==> config.mk <==
export PLATFORM = sky130hd
export DESIGN_NAME = sorted_wake_timer_queue
export DESIGN_NICKNAME = d
export VERILOG_FILES = /design/src/rtl/swtq_pkg.sv /design/src/rtl/swtq_front.sv /design/src/rtl/swtq_back.sv /design/src/rtl/sorted_wake_timer_queue.sv
export SDC_FILE = /design/constraint.sdc
export NUM_CORES = 2
export LEC_CHECK = 0
export ABC_CLOCK_PERIOD_IN_PS = 11000
export BUFFER_PORTS_ARGS = -buffer_cell sky130_fd_sc_hd__buf_2
export CORE_ASPECT_RATIO = 0.5
export CORE_MARGIN = 10
export CORE_UTILIZATION = 25
export DETAILED_ROUTE_END_ITERATION = 6
export GPL_TIMING_DRIVEN = 0
export RECOVER_POWER = 50
export SYNTH_ARGS = -nofsm -noshare
export SYNTH_HDL_FRONTEND = slang
export SYNTH_SLANG_ARGS = --single-unit
==> constraint.sdc <==
create_clock -name i_clk -period 11 [get_ports i_clk]
set_clock_uncertainty 0.05 [all_clocks]
set_input_delay 0.55 -clock i_clk [delete_from_list [all_inputs] [get_ports i_clk]]
set_output_delay 0.55 -clock i_clk [all_outputs]
set_load 0.02 [all_outputs]
==> src/rtl/swtq_pkg.sv <==
`default_nettype none

package swtq_pkg;

    // Default number of entries in the sorted wake queue.
    localparam int QUEUE_DEPTH_DEFAULT = 16;

    // Entries in the command queue between the front and the back.
    localparam int CMD_QUEUE_DEPTH = 2;

    // Request type codes.
    localparam logic REQ_SLEEP = 1'b0;
    localparam logic REQ_TICK  = 1'b1;

    // Result kind codes.
    localparam logic RES_WOKEN    = 1'b0;
    localparam logic RES_REJECTED = 1'b1;

    typedef struct packed {
        logic        req_type;
        logic [7:0]  thread_in;
        logic [31:0] sleep_seconds;
    } t_in_item;

    typedef struct packed {
        logic       result_kind;
        logic [7:0] thread_out;
        logic       last_of_run;
    } t_out_item;

    // Classified command as handed from the front to the back.
    typedef struct packed {
        logic        is_tick;
        logic [7:0]  task_id;
        logic [31:0] duration;
    } t_cmd;

endpackage

`default_nettype wire

==> src/rtl/swtq_front.sv <==
`default_nettype none

module swtq_front (
    input  wire               i_clk,
    input  wire               i_rst_n,
    input  wire               i_in_valid,
    output logic              o_in_stall,
    input  swtq_pkg::t_in_item i_in_item,
    output logic              o_cmd_valid,
    input  wire               i_cmd_stall,
    output swtq_pkg::t_cmd    o_cmd
);

    localparam int Depth = swtq_pkg::CMD_QUEUE_DEPTH;
    localparam int PtrW  = (Depth > 1) ? $clog2(Depth) : 1;
    localparam int FillW = $clog2(Depth + 1);

    swtq_pkg::t_cmd    r_mem [Depth];
    logic [PtrW-1:0]   r_wr, n_wr;
    logic [PtrW-1:0]   r_rd, n_rd;
    logic [FillW-1:0]  r_fill, n_fill;
    logic              push, pop;
    swtq_pkg::t_cmd    cls;

    // Classify the incoming transaction into a command.
    always_comb begin
        cls.is_tick  = (i_in_item.req_type == swtq_pkg::REQ_TICK);
        cls.task_id  = i_in_item.thread_in;
        cls.duration = i_in_item.sleep_seconds;
    end

    assign o_in_stall  = (r_fill == FillW'(Depth));
    assign o_cmd_valid = (r_fill != '0);
    assign o_cmd       = r_mem[r_rd];

    assign push = i_in_valid && !o_in_stall;
    assign pop  = o_cmd_valid && !i_cmd_stall;

    always_comb begin
        n_wr   = r_wr;
        n_rd   = r_rd;
        n_fill = r_fill;
        if (push) begin
            n_wr = (r_wr == PtrW'(Depth - 1)) ? '0 : r_wr + PtrW'(1);
        end
        if (pop) begin
            n_rd = (r_rd == PtrW'(Depth - 1)) ? '0 : r_rd + PtrW'(1);
        end
        if (push && !pop) begin
            n_fill = r_fill + FillW'(1);
        end else if (pop && !push) begin
            n_fill = r_fill - FillW'(1);
        end
    end

    always_ff @(posedge i_clk) begin
        if (push) begin
            r_mem[r_wr] <= cls;
        end
    end

    always_ff @(posedge i_clk) begin
        if (!i_rst_n) begin
            r_wr   <= '0;
            r_rd   <= '0;
            r_fill <= '0;
        end else begin
            r_wr   <= n_wr;
            r_rd   <= n_rd;
            r_fill <= n_fill;
        end
    end

endmodule

`default_nettype wire

==> src/rtl/swtq_back.sv <==
`default_nettype none

module swtq_back #(
    parameter int QUEUE_DEPTH = swtq_pkg::QUEUE_DEPTH_DEFAULT
) (
    input  wire                 i_clk,
    input  wire                 i_rst_n,
    input  wire                 i_cmd_valid,
    output logic                o_cmd_stall,
    input  swtq_pkg::t_cmd      i_cmd,
    output logic                o_out_valid,
    input  wire                 i_out_stall,
    output swtq_pkg::t_out_item o_out_item
);

    localparam int CW = $clog2(QUEUE_DEPTH + 1);

    localparam logic ST_IDLE = 1'b0;
    localparam logic ST_POP  = 1'b1;

    logic                r_state, n_state;
    logic [31:0]         r_time, n_time;
    logic [CW-1:0]       r_count, n_count;
    logic [31:0]         r_wake [QUEUE_DEPTH];
    logic [31:0]         n_wake [QUEUE_DEPTH];
    logic [7:0]          r_tid [QUEUE_DEPTH];
    logic [7:0]          n_tid [QUEUE_DEPTH];
    logic                r_out_valid, n_out_valid;
    swtq_pkg::t_out_item r_out_item, n_out_item;

    logic                   out_free;
    logic                   cmd_take;
    logic                   full;
    logic                   head_due;
    logic                   next_due;
    logic [31:0]            wake;
    logic [QUEUE_DEPTH-1:0] at_or_after;
    logic                   do_insert;
    logic                   do_pop;

    assign out_free    = !r_out_valid || !i_out_stall;
    assign o_cmd_stall = !((r_state == ST_IDLE) && out_free);
    assign cmd_take    = i_cmd_valid && !o_cmd_stall;
    assign full        = (r_count == CW'(QUEUE_DEPTH));
    assign head_due    = (r_count != '0) && (r_wake[0] <= r_time);
    assign next_due    = (r_count >= CW'(2)) && (r_wake[1] <= r_time);
    assign wake        = r_time + i_cmd.duration;

    assign o_out_valid = r_out_valid;
    assign o_out_item  = r_out_item;

    // The new entry goes in front of the first entry that wakes strictly later,
    // so equal wake times keep arrival order.
    always_comb begin
        for (int i = 0; i < QUEUE_DEPTH; i++) begin
            at_or_after[i] = (CW'(i) >= r_count) || (r_wake[i] > wake);
        end
    end

    always_comb begin
        n_state     = r_state;
        n_time      = r_time;
        n_count     = r_count;
        n_out_valid = r_out_valid && i_out_stall;
        n_out_item  = r_out_item;
        do_insert   = 1'b0;
        do_pop      = 1'b0;
        unique case (r_state)
            ST_IDLE: begin
                if (cmd_take) begin
                    if (i_cmd.is_tick) begin
                        n_state = ST_POP;
                    end else if (full) begin
                        n_out_valid            = 1'b1;
                        n_out_item.result_kind = swtq_pkg::RES_REJECTED;
                        n_out_item.thread_out  = i_cmd.task_id;
                        n_out_item.last_of_run = 1'b1;
                    end else begin
                        do_insert = 1'b1;
                        n_count   = r_count + CW'(1);
                    end
                end
            end
            ST_POP: begin
                if (!head_due) begin
                    n_time  = r_time + 32'd1;
                    n_state = ST_IDLE;
                end else if (out_free) begin
                    do_pop                 = 1'b1;
                    n_count                = r_count - CW'(1);
                    n_out_valid            = 1'b1;
                    n_out_item.result_kind = swtq_pkg::RES_WOKEN;
                    n_out_item.thread_out  = r_tid[0];
                    n_out_item.last_of_run = !next_due;
                    if (!next_due) begin
                        n_time  = r_time + 32'd1;
                        n_state = ST_IDLE;
                    end
                end
            end
        endcase
    end

    always_comb begin
        n_wake = r_wake;
        n_tid  = r_tid;
        if (do_insert) begin
            if (at_or_after[0]) begin
                n_wake[0] = wake;
                n_tid[0]  = i_cmd.task_id;
            end
            for (int i = 1; i < QUEUE_DEPTH; i++) begin
                if (at_or_after[i]) begin
                    n_wake[i] = at_or_after[i-1] ? r_wake[i-1] : wake;
                    n_tid[i]  = at_or_after[i-1] ? r_tid[i-1] : i_cmd.task_id;
                end
            end
        end else if (do_pop) begin
            for (int i = 0; i < QUEUE_DEPTH - 1; i++) begin
                n_wake[i] = r_wake[i+1];
                n_tid[i]  = r_tid[i+1];
            end
        end
    end

    always_ff @(posedge i_clk) begin
        r_wake     <= n_wake;
        r_tid      <= n_tid;
        r_out_item <= n_out_item;
    end

    always_ff @(posedge i_clk) begin
        if (!i_rst_n) begin
            r_state     <= ST_IDLE;
            r_time      <= '0;
            r_count     <= '0;
            r_out_valid <= 1'b0;
        end else begin
            r_state     <= n_state;
            r_time      <= n_time;
            r_count     <= n_count;
            r_out_valid <= n_out_valid;
        end
    end

endmodule

`default_nettype wire

==> src/rtl/sorted_wake_timer_queue.sv <==
`default_nettype none
// Sorted wake-time queue for sleeping tasks.
// The input channel carries one request per transaction: a sleep request
// (task id and duration) or a single time tick. The output channel carries
// one result per transaction: a woken task id, or a rejected sleep request
// when the queue is full. last_of_run marks the final result of a request.
// Accepted requests land in a two-entry command queue, so the input keeps
// flowing while the back end works or the receiver stalls.
// A sleep request is inserted once it reaches the back end, by a parallel
// compare of its wake time against every entry and a shift of the entry
// registers; a run of sleep requests sustains one per cycle unless the
// receiver stalls. A tick moves the back end into its pop state, then
// pops one due entry per cycle from the head of the queue while the output
// is free; once none is due, the time advances and the back end idles.
// A result appears on the output in the cycle after the back end makes it.
// When the receiver holds stall, the output register keeps its transaction
// and the back end pauses; once the command queue fills, the input stalls.
// Reset clears the time, the entry count and all valid flags; the entry
// registers need no clearing pass and the block is ready at once.

module sorted_wake_timer_queue #(
    parameter int QUEUE_DEPTH = swtq_pkg::QUEUE_DEPTH_DEFAULT
) (
    input  wire                 i_clk,
    input  wire                 i_rst_n,
    input  wire                 i_in_valid,
    output logic                o_in_stall,
    input  swtq_pkg::t_in_item  i_in_item,
    output logic                o_out_valid,
    input  wire                 i_out_stall,
    output swtq_pkg::t_out_item o_out_item
);

    // Command transactions from the front end to the back end.
    logic           cmd_valid;
    logic           cmd_stall;
    swtq_pkg::t_cmd cmd;

    // The front end classifies each request and buffers it.
    swtq_front u_front (
        .i_clk       (i_clk),
        .i_rst_n     (i_rst_n),
        .i_in_valid  (i_in_valid),
        .o_in_stall  (o_in_stall),
        .i_in_item   (i_in_item),
        .o_cmd_valid (cmd_valid),
        .i_cmd_stall (cmd_stall),
        .o_cmd       (cmd)
    );

    // The back end owns the time, the sorted entries and the output register.
    swtq_back #(
        .QUEUE_DEPTH (QUEUE_DEPTH)
    ) u_back (
        .i_clk       (i_clk),
        .i_rst_n     (i_rst_n),
        .i_cmd_valid (cmd_valid),
        .o_cmd_stall (cmd_stall),
        .i_cmd       (cmd),
        .o_out_valid (o_out_valid),
        .i_out_stall (i_out_stall),
        .o_out_item  (o_out_item)
    );

endmodule

`default_nettype wire

# Yosys cells after proc, flatten, opt, wreduce, memory -nomap -nowiden

Memories as Yosys holds them, arrays and structs flattened. A register that Yosys moved wholly into a read port is not among the register bits.
Index checks and enable logic that the tools add are counted.
W data, S select, Z words.

Input port bits: 45
RAM bits: 82
Memory bits (read-only): 0
Flip-flop bits (word level): 693
Bits in latches: 0
Output and inout port bits: 12
Memories kept: 1
Logic and storage cells: 272

Memory list:

| memory        | words | bits a word | rd ports | clocked after Yosys merged registers in | wr ports | RTL line         | RTL |
|---|---|---|---|---|---|---|---|
| u_front.r_mem | 2     | 41          | 1        | 1                                       | 1        | swtq_front.sv:18 | `swtq_pkg::t_cmd r_mem [Depth];` |

Mux-type cells: 106
Bitwise operators: 1
$add $sub $neg: 8
Equality and inequality tests: 25
$mul: 0
Shift-type cells: 0
Magnitude comparators: 35
Divide/modulo/power cells: 0
Reduce and logical (&&, ||, !) cells: 54

Operators by type and width:

| cell                    | count |
|---|---|
| $mux W32                | 33 |
| $mux W480               | 2 |
| $gt A32 B32 Y1          | 16 |
| $mux W120               | 2 |
| $mux W8                 | 30 |
| $le A32 B32 Y1          | 2 |
| $mux W10                | 5 |
| $ge A4 B5 Y1 const A    | 8 |
| $ne A2 B1 Y1 const B    | 17 |
| $add A32 B1 Y32 const B | 1 |
| $add A32 B32 Y32        | 1 |
| $reduce_and A2 Y1       | 16 |
| $mux W5                 | 5 |
| $mux W1                 | 23 |
| $ge A3 B5 Y1 const A    | 4 |
| $pmux W10 S2            | 1 |
| $logic_or A1 B1 Y1      | 17 |
| $ne A2 B2 Y1 const B    | 6 |
| $ge A1 B5 Y1 const A    | 2 |
| $ge A2 B5 Y1 const A    | 2 |
| $pmux W5 S2             | 1 |
| $reduce_and A5 Y1       | 2 |
| $logic_and A1 B1 Y1     | 8 |
| $logic_not A1 Y1        | 6 |
| other kinds (14)        | 19 |

# Depth between registers and ports, before layout

Depth in word-level cells: 8
Depth in mapped cells: 29

# Hierarchy

Synthesis repeated with hierarchy kept, for this count alone.

Cell total of the unflattened synthesis: 4944
Area total of the unflattened synthesis: 51227.9 sq um

By module, submodules not included:

| module     | cells each | instances | area an instance (sq um) |
|---|---|---|---|
| swtq_back  | 4791       | 1         | 48039.8 |
| swtq_front | 153        | 1         | 3188.1 |

# Least setup slack after synthesis

Ideal clock, no wire load.

Kind: register -> register
Start: register with a tool-made name
End: register u_back.r_tid[0] (netlist bit) (enable)
Period minus slack after synthesis: 8734 ps
Required time: 10451 ps
Path buffers: 4
Library setup time: 499 ps
Setup slack: 2266 ps
Cell stages (with the launch flop): 23
Data arrival time: 8185 ps
Cell sequence: dfxtp_1 clkbuf_1 clkbuf_1 clkbuf_1 mux2_2 ha_1 buf_2 nand4_1 nor4_1 nor3b_2 nor4_1 o41ai_1 a31oi_1 o21ai_0 xor2_1 inv_1 ha_1 nand4_1 nor4_1 nand2_1 nor3_1 a21oi_1 a21boi_0

RTL lines:

| element              | RTL line         | RTL |
|---|---|---|
| end signal, assigned | swtq_back.sv:128 | `r_tid <= n_tid;` |
| end, declared        | swtq_back.sv:26  | `logic [7:0] r_tid [QUEUE_DEPTH];` |

==> impl_metrics.toml <==
[run]
cap_violations = 23

[timing]
tightest_slew_ns = 1.78
post-route-period-util_pct = 99.4
hold_viol = 0
setup_viol = 0
rsz0062_at_grt = "no"
finalCriticalPeriod_ns = 10.93
finalSetupTns_ns = 0
slew_headroom_pct = -19.9
max_freq_mhz = 91.5
maxSlewViolCount = 277

[status]
violations = "design-rule violations, max-capacitance violations, max-slew violations"
status = "complete, but fails checks"

[cts]
cts_max_path_buffers = 3
cts.sinks = 776
clock-root-buffer = "clkbuf_16"
clk_pin_slew_ns = 0.06
cts_resized = 0
cts_tree = "built"
cts_buffers = 88
h-tree-depth = 3
clk_latency_ns = 0.75

[cells_and_area]
layout-drive-gt1-share_pct = 6.30
fillCellCount = 20800
areaGrowthSynthToFinish_pct = 14.6
multi_input_comb_area_um2 = 25700
stdcell_area_um2 = 57700
regArea_um2 = 22900
final_nets = 5541

[routing]
avgRoutedWirePerCell_um = 29.2
drt-initial-drc-count = 6586
final_antenna_net_count = 0
drc_errors = 1
via_per_inst = 5.88
vias = 45000
firstDrtPassIters = 7
drt_wl_total_um = 224000

[critical_path]
r2r_end = "u_back.r_wake[291]"
reg2reg_depth = 26
path_max_fanout = 31
critical_path.endpoint = "u_back.r_wake[291]"
crit_type = "reg -> reg"
r2r_slack_ns = 0.07
crit_arrival_ns = 11.29
cp-start-kind = "flop"
cp_data_required_time_ns = 11.36
cp-end-kind = "flop"

[global_routing]
grt_pass1_vias = 42000
grt_max_degree = 33
grt_overflow = 0
grt_pass1_wl_um = 310000
gr-usage-all-layers_pct = 19.3
antenna_found_initial = 11

[placement]
hpwl_um = 166000
place_congestion = 1.01
port_buffers = 55
placed_area_um2 = 54500

[floorplan]
io_pins = 57
core_area_um2 = 200000
start_util_pct = 25.2
dieArea_um2 = 221000
die_h_um = 337
die_w_um = 655
num_rows = 116

[power]
vdd.ir_drop.worst_uv = 164
power_density_nw_per_um2 = 315
cellLeakagePower_nw = 21.2

[synth]
syn_inst = 4701
ys.flop_type = "edfxtp_1"
synth_top_area_share_pct = 43.7
synth_cell_type_count = 92
syn_nets = 5329
yosys_register_bits = 776
yosysTopAreaCell = "edfxtp_1"
synth-edff-count = 732
ys_top_cells_by_area = "edfxtp_1, ha_1, a221o_1, nor2_1, nand2_1"
syn_area_um2 = 50300
avgSynthCellArea_um2 = 10.7
ys_seq_area_share_pct = 45.4
postSynth.asyncResetShare_pct = 0
ys.warnings.count = 0

[min_path]
worst_hold_path_type = "in -> reg"
[where the power goes]
part	switching (mW)	internal, mW	total, mW
sequential	1.48	5.06	6.55
combinational	5.40	3.04	8.43
clock	1.38	1.82	3.20
total	8.26	9.91	18.2
[through the flow]
stage          setup slack, ns  instances  total power [mW]  hold slack (ns)  util [%]
2_1_floorplan             2.27       4701              10.9            0.408         -
3_3_place_gp             -2.94       7411              14.3            0.418      27.0
3_5_place_dp             0.872       7434              14.5            0.436      27.2
4_1_cts                  0.815       7633              17.7            0.188      28.9
5_1_grt                  0.116       7638              18.8            0.227      28.8
6_report                0.0672       7650              18.2            0.178      28.8
[worst min-delay path by stage]
stage / cells past startpoint / startpoint / to
final: 4 / i_in_valid / u_front.r_wr
after global routing: 4 / i_in_valid / u_front.r_wr
after CTS: 4 / i_in_valid / u_front.r_wr
after detailed placement: 2 / u_back.r_time[31] / u_back.r_time[31]
after global placement: 2 / u_back.r_time[31] / u_back.r_time[31]
after floorplan: 2 / u_back.r_time[31] / u_back.r_time[31]
[metal layers]
metal / GRT usage [%] / share of wire [%] / vias up
met2: 28.2 / 41 / 3348
met1: 24.7 / 39 / 22000
li1: - / - / 18900
met4: 11.1 / 6.7 / 2
met3: 6.55 / 14 / 734
met5: 0 / 0.0058 / -
[registers in the layout, indices dropped and copies added, names as in the netlist, named ones only]
name and count:
u_back.o_out_item 10, u_back.r_wake 512, u_back.o_out_valid 1, u_front.r_wr 1, u_back.r_time 32, u_back.r_count 5, u_front.r_fill 2, u_front.r_rd 1
u_back.r_state 1, u_front.r_mem 82, u_back.r_tid 128
[cell usage in the layout (no fill, tap or decap), types with 38 or more instances in the layout]
| cell type | instances |
|---|---|
| buf_2 | 49 |
| o221ai_1 | 45 |
| dfxtp_1 | 44 |
| nand2_1 | 455 |
| clkbuf_1 | 293 |
| edfxtp_1 | 732 |
| nor3_1 | 38 |
| dlygate4sd3_1 | 41 |
| a221o_1 | 351 |
| a21oi_1 | 168 |
| inv_1 | 126 |
| nand3_1 | 212 |
| a21o_1 | 127 |
| nor2b_1 | 47 |
| ha_1 | 581 |
| o211ai_1 | 168 |
| mux2_2 | 57 |
| o21ai_0 | 170 |
| nor2_1 | 486 |
| clkbuf_16 | 89 |
| nand4_1 | 107 |
[critical path, cell delays in order, from the launching register on]
cell and delay, ns:
dfxtp_1 0.30, clkbuf_1 0.24, clkbuf_1 0.60, clkbuf_1 0.58
mux2_1 0.42, ha_1 0.32, clkbuf_1 0.48, nand2_1 0.18
nor3_1 0.06, a22o_1 0.23, nor3_1 1.10, buf_4 0.54
o21bai_1 0.11, a21oi_1 0.18, xnor2_1 0.27, inv_1 0.77
ha_1 0.58, and4_1 0.21, and3_1 0.22, nand2_1 0.07
nor4b_1 0.41, a21oi_1 0.13, a21oi_1 0.61, clkbuf_1 0.92
nand2_1 0.22, nand2_2 0.41, buf_12 0.28
[cells in the mapped netlist, drive strengths merged (7+ instances only)]
cell type  instances
a2111oi           23
a211oi            25
a21boi             8
a21o             128
a21oi            168
a221o            351
a221oi            10
a31oi             25
and2              16
and3              16
and4              15
buf               97
clkbuf           193
dfxtp             44
edfxtp           732
ha               582
inv              128
maj3              10
mux2              86
mux2i             36
nand2            467
nand2b            23
nand3            212
nand4            108
nor2             486
nor2b             47
nor3              40
nor4              23
o211ai           168
o21a              34
o21ai            172
o21bai             9
o221ai            45
o22ai              7
o311ai            10
o41ai              7
or2                8
or3               29
xnor2             32
xnor3             14
xor2              10
[timing repair]
item                                   CTS  global route
endpoints found under the hold margin   82             0
buffers inserted                         0             0
hold buffers                            41             0
[kinds of logic after synthesis]
kind of cell    count (synthesis)  share of synthesized area (%)
flops                         776                           45.4
buf+inv                       418                           3.43
xor+xnor                       56                           1.37
simple gates                 1502                           13.5
fa+ha+maj                     593                           14.7
mux                           122                           2.64
compound gates               1234                           18.9
[final cells by class]
class                      count  area share (%)
clock inverter                51            1.20
tap                         2655            5.76
antenna                       14          0.0607
multi-input combinational   3507            44.5
buffer                       290            2.06
sequential                   776            39.6
timing repair buffer         122            1.93
clock buffer                 107            4.01
inverter                     128           0.833
(Power assumes the default switching activity.)
